`src/rtl/cbc_pkg.sv`:
```
package cbc_pkg;

   localparam int COORD_BITS  = 16;
   localparam int CFG_W       = 16;
   localparam int RADIUS_W    = 16;
   localparam int GAIN_W      = 12;
   localparam int CSR_INDEX_W = 2;

   localparam logic signed [COORD_BITS-1:0] COORD_MAXV = {1'b0, {(COORD_BITS-1){1'b1}}};
   localparam logic signed [COORD_BITS-1:0] COORD_MINV = {1'b1, {(COORD_BITS-1){1'b0}}};

   localparam logic [CSR_INDEX_W-1:0] CSR_SAFETY_MARGIN      = 2'd0;
   localparam logic [CSR_INDEX_W-1:0] CSR_RADIUS_GAIN        = 2'd1;
   localparam logic [CSR_INDEX_W-1:0] CSR_DISTANCE_THRESHOLD = 2'd2;

   localparam logic [CFG_W-1:0]  SAFETY_MARGIN_RST      = 16'd512;
   localparam logic [GAIN_W-1:0] RADIUS_GAIN_RST        = 12'd0;
   localparam logic [CFG_W-1:0]  DISTANCE_THRESHOLD_RST = 16'd307;

   typedef struct packed {
      logic signed [COORD_BITS-1:0] point_x;
      logic signed [COORD_BITS-1:0] point_y;
      logic                         last_point;
   } req_type;

   typedef struct packed {
      logic signed [COORD_BITS-1:0] center_x;
      logic signed [COORD_BITS-1:0] center_y;
      logic [RADIUS_W-1:0]          circle_radius;
      logic                         obstacle_flag;
   } rsp_type;

   typedef struct packed {
      logic signed [COORD_BITS-1:0] lo_x;
      logic signed [COORD_BITS-1:0] hi_x;
      logic signed [COORD_BITS-1:0] lo_y;
      logic signed [COORD_BITS-1:0] hi_y;
   } box_type;

   typedef enum logic [2:0] {
      ST_IDLE,
      ST_EXTENT,
      ST_MUL_R,
      ST_RADIUS,
      ST_MUL_S,
      ST_MUL_X,
      ST_MUL_Y,
      ST_RESULT
   } state_type;

endpackage

```
`src/rtl/cbc_box.sv`:
```
// Running bounding box of the current cluster.
module cbc_box (
   input  logic                                  clock,
   input  logic                                  reset,
   input  logic                                  update,
   input  logic                                  clear,
   input  logic signed [cbc_pkg::COORD_BITS-1:0] px,
   input  logic signed [cbc_pkg::COORD_BITS-1:0] py,
   output cbc_pkg::box_type                      box
);

   cbc_pkg::box_type box_ff;
   cbc_pkg::box_type box_in;

   always_comb begin
      box_in = box_ff;
      if (clear) begin
         box_in.lo_x = cbc_pkg::COORD_MAXV;
         box_in.hi_x = cbc_pkg::COORD_MINV;
         box_in.lo_y = cbc_pkg::COORD_MAXV;
         box_in.hi_y = cbc_pkg::COORD_MINV;
      end else if (update) begin
         if (px < box_ff.lo_x) box_in.lo_x = px;
         if (px > box_ff.hi_x) box_in.hi_x = px;
         if (py < box_ff.lo_y) box_in.lo_y = py;
         if (py > box_ff.hi_y) box_in.hi_y = py;
      end
   end

   always_ff @(posedge clock) begin
      if (reset) begin
         box_ff.lo_x <= cbc_pkg::COORD_MAXV;
         box_ff.hi_x <= cbc_pkg::COORD_MINV;
         box_ff.lo_y <= cbc_pkg::COORD_MAXV;
         box_ff.hi_y <= cbc_pkg::COORD_MINV;
      end else begin
         box_ff <= box_in;
      end
   end

   assign box = box_ff;

endmodule

```
`config.mk`:
```
export PLATFORM = sky130hd
export DESIGN_NAME = cbc_box
export DESIGN_NICKNAME = d
export VERILOG_FILES = /design/src/rtl/cbc_pkg.sv /design/src/rtl/cbc_box.sv
export SDC_FILE = /design/constraint.sdc
export NUM_CORES = 1
export LEC_CHECK = 0
export CAP_MARGIN = 40
export CORE_UTILIZATION = 40
export CTS_BUF_LIST = sky130_fd_sc_hd__clkbuf_4 sky130_fd_sc_hd__clkbuf_8
export DETAILED_ROUTE_END_ITERATION = 6
export DONT_BUFFER_PORTS = 1
export GPL_TIMING_DRIVEN = 0
export PLACE_DENSITY = 0.55
export SYNTH_ARGS = -nofsm -noshare
export SYNTH_HDL_FRONTEND = slang
export SYNTH_SLANG_ARGS = --single-unit
export TNS_END_PERCENT = 30
```
`constraint.sdc`:
```
create_clock -name clock -period 3.1 [get_ports clock]
set_input_delay 0.465 -clock clock [delete_from_list [all_inputs] [get_ports clock]]
set_output_delay 0.465 -clock clock [all_outputs]
set_load 0.02 [all_outputs]
```
# [Yosys cells after proc, flatten, opt, wreduce, memory -nomap -nowiden]
# Index checks and enable logic that the tools add are counted.
[word_totals] regBits=64 latch_bits=0 ram_bits=0 romBits=0 in_bits=36 out_inout_bits=64 elab_cells=13 n_memories=0
[classes] n_addsub=0 n_mul=0 div=0 order_cmp=4 n_eq_ne=0 shifts=0 n_mux=0 n_bitwise=0 n_reduce_logical=5
[op_table] op="greater-than comparator 16 bit" count=2
[op_table] op="less-than comparator 16 bit" count=2
[op_table] op="AND reduction 2 bit" count=4
[op_table] op="OR reduction 2 bit" count=1

# [Longest topological paths before layout]
# Gate-level depths: netlist of run 1.
[logic_depth] word_depth=2 depth_mapped=9 ltp_nobuf=8

# [Worst setup path after synthesis of run 1]
# Ideal clock, no wire load.
[synth_path] path_type="flip-flop to flip-flop" startpoint="reg box_ff (netlist bit box[15])" endpoint="reg box_ff (netlist bit box[10])" setup_time_ps=72 arrival_time_ps=2516 required_time_ps=3028 path_slack_ps=512 stages_incl_launch_ff=10 n_path_buf=1 synth_period_minus_slack_ps=2588 cell_sequence="dfxtp_1 > inv_1 > ha_1 > nand4_1 > or4_1 > a21o_1 > and4_4 > nor3_4 > buf_12 > mux2i_1"
[synth_via] elab_chain_len=2
[synth_rtl] element="from (decl)" line="cbc_box.sv:12" source="cbc_pkg::box_type box_ff;"
[synth_rtl] element="from (signal assigned)" line="cbc_box.sv:37" source="box_ff <= box_in;"
[synth_rtl] element="greater-than comparator 16 bit" line="cbc_box.sv:26" source="if (py > box_ff.hi_y) box_in.hi_y = py;"
[synth_rtl] element="AND reduction 2 bit (no line)"
# Every way passes these cells.
# A chain may end at the register's enable or synchronous reset.

# [Final worst setup path of run 1]
[layout_path] startpoint="reg box_ff (netlist bit box[15])" endpoint="reg box_ff (netlist bit box[8])"
# The elaborated chain is that of the path after synthesis.

==> qor.txt, run 1 <==
delay of the slowest cell on the worst path: 0.59 ns
HP Start: py[11]
Syn Nets: 614
layout cells sized above 1: 4.89%
# diodes: 0
total gr overflow: 0
setup slack at placement: 0.104 ns
LEAKAGE: 2.17 nW
vias per inst: 5.52
critical path required time: 3.37 ns
clock transition at the registers of the reported paths: 0.08 ns
endpoint type of the worst setup path: flip-flop
# DRC: 0
initial antenna violation count: 0
CTS Sinks: 64
Worst Path Max Fanout: 10
Routed WL per cell: 17.0 um
Routed WL: 11.4 mm
CP delay by family, top: simple AND/OR/NAND/NOR gates
CP Launch Type: flip-flop
root buffer cell: clkbuf_8
critical path class: reg2reg
antenna-violating nets left: 0
vias in the first global route: 3588
Worst R2R Start: box[15]$_SDFFE_PP1P_
PwrDens: 457 nW/um^2
synthesized area: 4240 sq um
Post-CTS Hold Buffers: 0
first-pass GRT wire length: 18.7 mm
Max-slew headroom: 54.5%
f_max: 342 MHz
minimum clock period: 2.92 ns
Synth-to-Final Area Change: 9.88%
post-route clock period utilization: 94.3%
RSZ-0062 raised after global routing: false
Async SR Flop Fraction: 0%
die area: 11000 sq um
Most used DFF post-synth: dfxtp_1
detailed-route via count: 3688
met3 usage: 7.74%
Setup WS post-layout: 0.176 ns
total power draw: 2.13 mW
Total GRT Usage: 21.7%
# rows: 37
Final Cell Area: 4660 sq um
Syn Area/Cell: 8.22 sq um
VDD IR-drop max: 0.145 mV
M2 GR Usage: 33.1%
setup TNS: 0 ns
EDFF count, synth: 0
CTS tree: built
CTS Buf Count: 9
CP Buf/Inv Count: 2
Skew-Pair Late Insertion Delay: 0.35 ns
1st-pass router iterations: 5
max FFs per register: 64
Core Box Area: 10300 sq um
crit path DAT: 3.19 ns
area post-placement: 4410 sq um
Ports: 100
nets@finish: 625
Placer Congestion: 0.805
met1 Usage GRT: 29.0%
GRT busiest layer: met2
Cells after Synth: 516
Die Width: 105 um
Critical path origin: box[15]$_SDFFE_PP1P_
H-tree levels: 3
worst slew pin tran: 0.680 ns
Fill cells: 1019
maxcap violations: 0
crit path cell chain: inv_1, ha_1, nand4_1, or4_1, a21o_1, and4_4, nor3_4, buf_12, mux2i_1
PortBufs: 0
Seq/Total Area, Yosys: 30.2%
Worst path slowest cell: or4_1
Starting Density: 41.1%
Die Ht: 105 um
Seq cells post-synth: 64
final setup vio count: 0
Layout Skew: 0.0134 ns
class of the worst hold path: in2reg
Longest Clk Path Bufs: 2
Yosys warnings: 0
Final Hold Fails: 0
HPWL after DPL: 8.77 mm
Final Max Slew Viols: 0
Cell variety after synth: 39
largest net degree at the start of global routing: 12
status: completed
initial DRC count: 184
## synthesized netlist by cell type, types with 5 or more instances
master / number / area [sq um]
inv_1: 91 / 342
nor2_1: 8 / 30.0
nand2b_1: 6 / 37.5
nand2_1: 46 / 173
a31oi_1: 6 / 37.5
dfxtp_1: 64 / 1280
ha_1: 62 / 776
a21oi_1: 29 / 145
o211ai_1: 62 / 465
a21o_1: 9 / 67.6
nand4_1: 6 / 37.5
nand3_1: 21 / 105
and3_1: 5 / 31.3
clkbuf_1: 20 / 75.1
mux2i_1: 18 / 180
o21ai_0: 23 / 115
## through the flow
step	cells	hold WS, ns	util (%)
floorplan	516	0.545	-
global placement	652	0.560	42.7
detailed placement	652	0.567	42.7
CTS	668	0.238	45.0
global route	668	0.225	45.1
finish	668	0.249	45.1
## cells in the final DEF, fill, tap and decap left out, types with 9 or more instances in the layout
cell type,n
inv_1,91
dfxtp_1,63
o211ai_1,62
ha_1,62
nand2_1,46
a21oi_1,29
o21ai_0,23
nand3_1,21
clkbuf_1,20
mux2i_1,18
clkbuf_8,11
a21o_1,9
## path summary, 6_finish.rpt
| check | cells past startpoint | endpoint | slack (ns) |
|---|---|---|---|
| max reg2reg | 9 | box[8]$_SDFFE_PP0P_ | 0.18 |
| min | 2 | box[11]$_SDFFE_PP0P_ | 0.25 |
| min reg2reg | 2 | box[11]$_SDFFE_PP0P_ | 0.53 |
| max | 9 | box[8]$_SDFFE_PP0P_ | 0.18 |
## layout make-up
type	instances	area, sq um	share of cell area (%)
clock inverter	5	78.8	1.69
tap	136	170	3.65
multi-input combinational	337	2530	54.3
clock buffer	11	151	3.25
sequential	64	1280	27.5
buffer	24	106	2.28
inverter	91	342	7.33
## power breakdown
group / internal, mW / switching (mW) / total, mW
Sequential: 0.856 / 0.0737 / 0.929
Clock: 0.496 / 0.344 / 0.840
Combinational: 0.147 / 0.211 / 0.359
Total: 1.50 / 0.629 / 2.13
## layer usage
layer,up-vias,part of all wire [%]
li1,1858,-
met1,1722,47
met2,102,45
met3,6,7.3
met4,0,0.84
met5,-,0
## repair_timing
action	in CTS	in global routing
gates resized for setup	0	3
buffers inserted	0	0
endpoints found under the setup margin	0	23
## cells by family after synthesis
group                    synth area share, %
buffers and inverters                   10.6
AO/OA/AOI/OAI                           24.1
AND/OR/NAND/NOR                         12.6
flip-flops                              30.2
multiplexers                            4.25
adder cells (fa/ha/maj)                 18.3
(Power assumes the default switching activity.)
==> inputs of run 2 (changes only) <==
Clock period 3.1 ns to 3.4 ns, I/O delays scaled along.
==> run 2 against run 1 <==
Core utilization is 0.18 points lower. Register-to-register slack better by 0.21 ns. Fmax decreased by 3.1%. Largest cell class unchanged. First-iteration DRC count rose by 8.2%. Combinational power decreased by 9.5%. Final area fell by 0.40%.
==> qor.txt, run 2 (synthesis gave the netlist of run 1 again) <==
status: completed
Total GRT Usage: 21.7%
Placer Congestion: 0.805
die area: 11000 sq um
critical path required time: 3.60 ns
# DRC: 0
vias in the first global route: 3588
CTS Sinks: 64
Synth-to-Final Area Change: 9.44%
Longest Clk Path Bufs: 2
leading cell types in the layout, fill and taps excluded: inv_1 (91), dfxtp_1 (64), o211ai_1 (62), ha_1 (62), nand2_1 (46)
Ports: 100
setup TNS: 0 ns
nets@finish: 625
class of the worst hold path: in2reg
# rows: 37
Core Box Area: 10300 sq um
post-route clock period utilization: 88.7%
CP Launch Type: flip-flop
Starting Density: 41.1%
H-tree levels: 3
hold depth: 2
Die Ht: 105 um
maxcap violations: 0
Post-CTS Setup Bufs: 0
# resized after CTS: 0
Setup WS post-layout: 0.384 ns
PwrDens: 418 nW/um^2
setup slack at placement: 0.404 ns
antenna-violating nets left: 0
Die Width: 105 um
final setup vio count: 0
Hold Path End: box[5]$_SDFFE_PP0P_
# diodes: 0
Layout Skew: 0.0146 ns
HPWL after DPL: 8.77 mm
PortBufs: 0
FF-to-FF setup slack: 0.38 ns
1st-pass router iterations: 5
R2R depth: 9
initial DRC count: 199
critical path class: reg2reg
clock transition at the registers of the reported paths: 0.08 ns
Routed WL: 11.4 mm
HP Start: py[5]
Worst Path Max Fanout: 10
RSZ-0062 raised after global routing: false
Worst R2R Start: box[54]$_SDFFE_PP1P_
vias per inst: 5.54
VDD IR-drop max: 0.132 mV
minimum clock period: 3.02 ns
largest net degree at the start of global routing: 12
initial antenna violation count: 0
f_max: 332 MHz
first-pass GRT wire length: 18.7 mm
max FFs per register: 64
reg-to-reg endpoint: box[53]$_SDFFE_PP1P_
most common cell after layout, fill and taps aside: inv_1
endpoint type of the worst setup path: flip-flop
root buffer cell: clkbuf_8
detailed-route via count: 3703
total gr overflow: 0
LEAKAGE: 2.17 nW
Max-slew headroom: 50.0%
worst slew pin tran: 0.746 ns
layout cells sized above 1: 4.70%
Routed WL per cell: 17.1 um
Final Hold Fails: 0
CTS tree: built
Post-CTS Hold Buffers: 0
Final Max Slew Viols: 0
CTS Buf Count: 9
Skew-Pair Late Insertion Delay: 0.35 ns
crit path DAT: 3.21 ns
-- run 2: cell type report --
type,instances,area (sq um)
Inverter,91,342
Tap cell,136,170
Sequential cell,64,1280
Clock buffer,11,151
Clock inverter,5,78.8
Buffer,24,106
Fill cell,1020,5680
Multi-Input combinational cell,337,2510
-- run 2: worst max-delay path by stage --
stage / start / to / slack (ns)
after global placement: box[22]$_SDFFE_PP1P_ / box[24]$_SDFFE_PP1P_ / 0.47
after global routing: box[22]$_SDFFE_PP1P_ / box[30]$_SDFFE_PP1P_ / 0.13
after detailed placement: box[22]$_SDFFE_PP1P_ / box[23]$_SDFFE_PP1P_ / 0.40
after CTS: box[11]$_SDFFE_PP0P_ / box[8]$_SDFFE_PP0P_ / 0.39
final: box[54]$_SDFFE_PP1P_ / box[53]$_SDFFE_PP1P_ / 0.38
after floorplan: box[15]$_SDFFE_PP1P_ / box[10]$_SDFFE_PP0P_ / 0.81
-- run 2: power breakdown --
group          internal, mW  leakage [nW]  switching (mW)
clock network         0.452         0.119           0.316
registers             0.780         0.522          0.0671
logic                 0.134          1.53           0.191
-- run 2: critical path, cell delays in order, from the launching register on --
cell,delay [ns]
dfxtp_1,0.50
inv_1,0.10
ha_1,0.30
a21o_1,0.14
a211o_1,0.13
a31oi_1,0.05
o31ai_2,0.68
o21a_1,0.35
clkbuf_1,0.47
o211ai_1,0.14
-- run 2: routing by layer --
layer  up-vias  GRT usage (%)  routed length [um]  share of wire [%]
met4         0           5.73                  95               0.83
met1      1734           29.0                5400                 47
met2       108           33.1                5110                 45
met3         6           7.74                 798                7.0
li1       1855              -                   -                  -
met5         -              0                   0                  0
-- run 2: metrics by stage --
stage	total power [mW]	hold slack [ns]	area [sq um]	instances	util [%]
floorplan	1.11	0.545	4240	516	-
global placement	1.18	0.560	4410	652	42.7
detailed placement	1.19	0.567	4410	652	42.7
CTS	1.96	0.283	4640	668	45.0
global route	2.05	0.270	4640	668	45.0
finish	1.94	0.297	4640	668	45.0
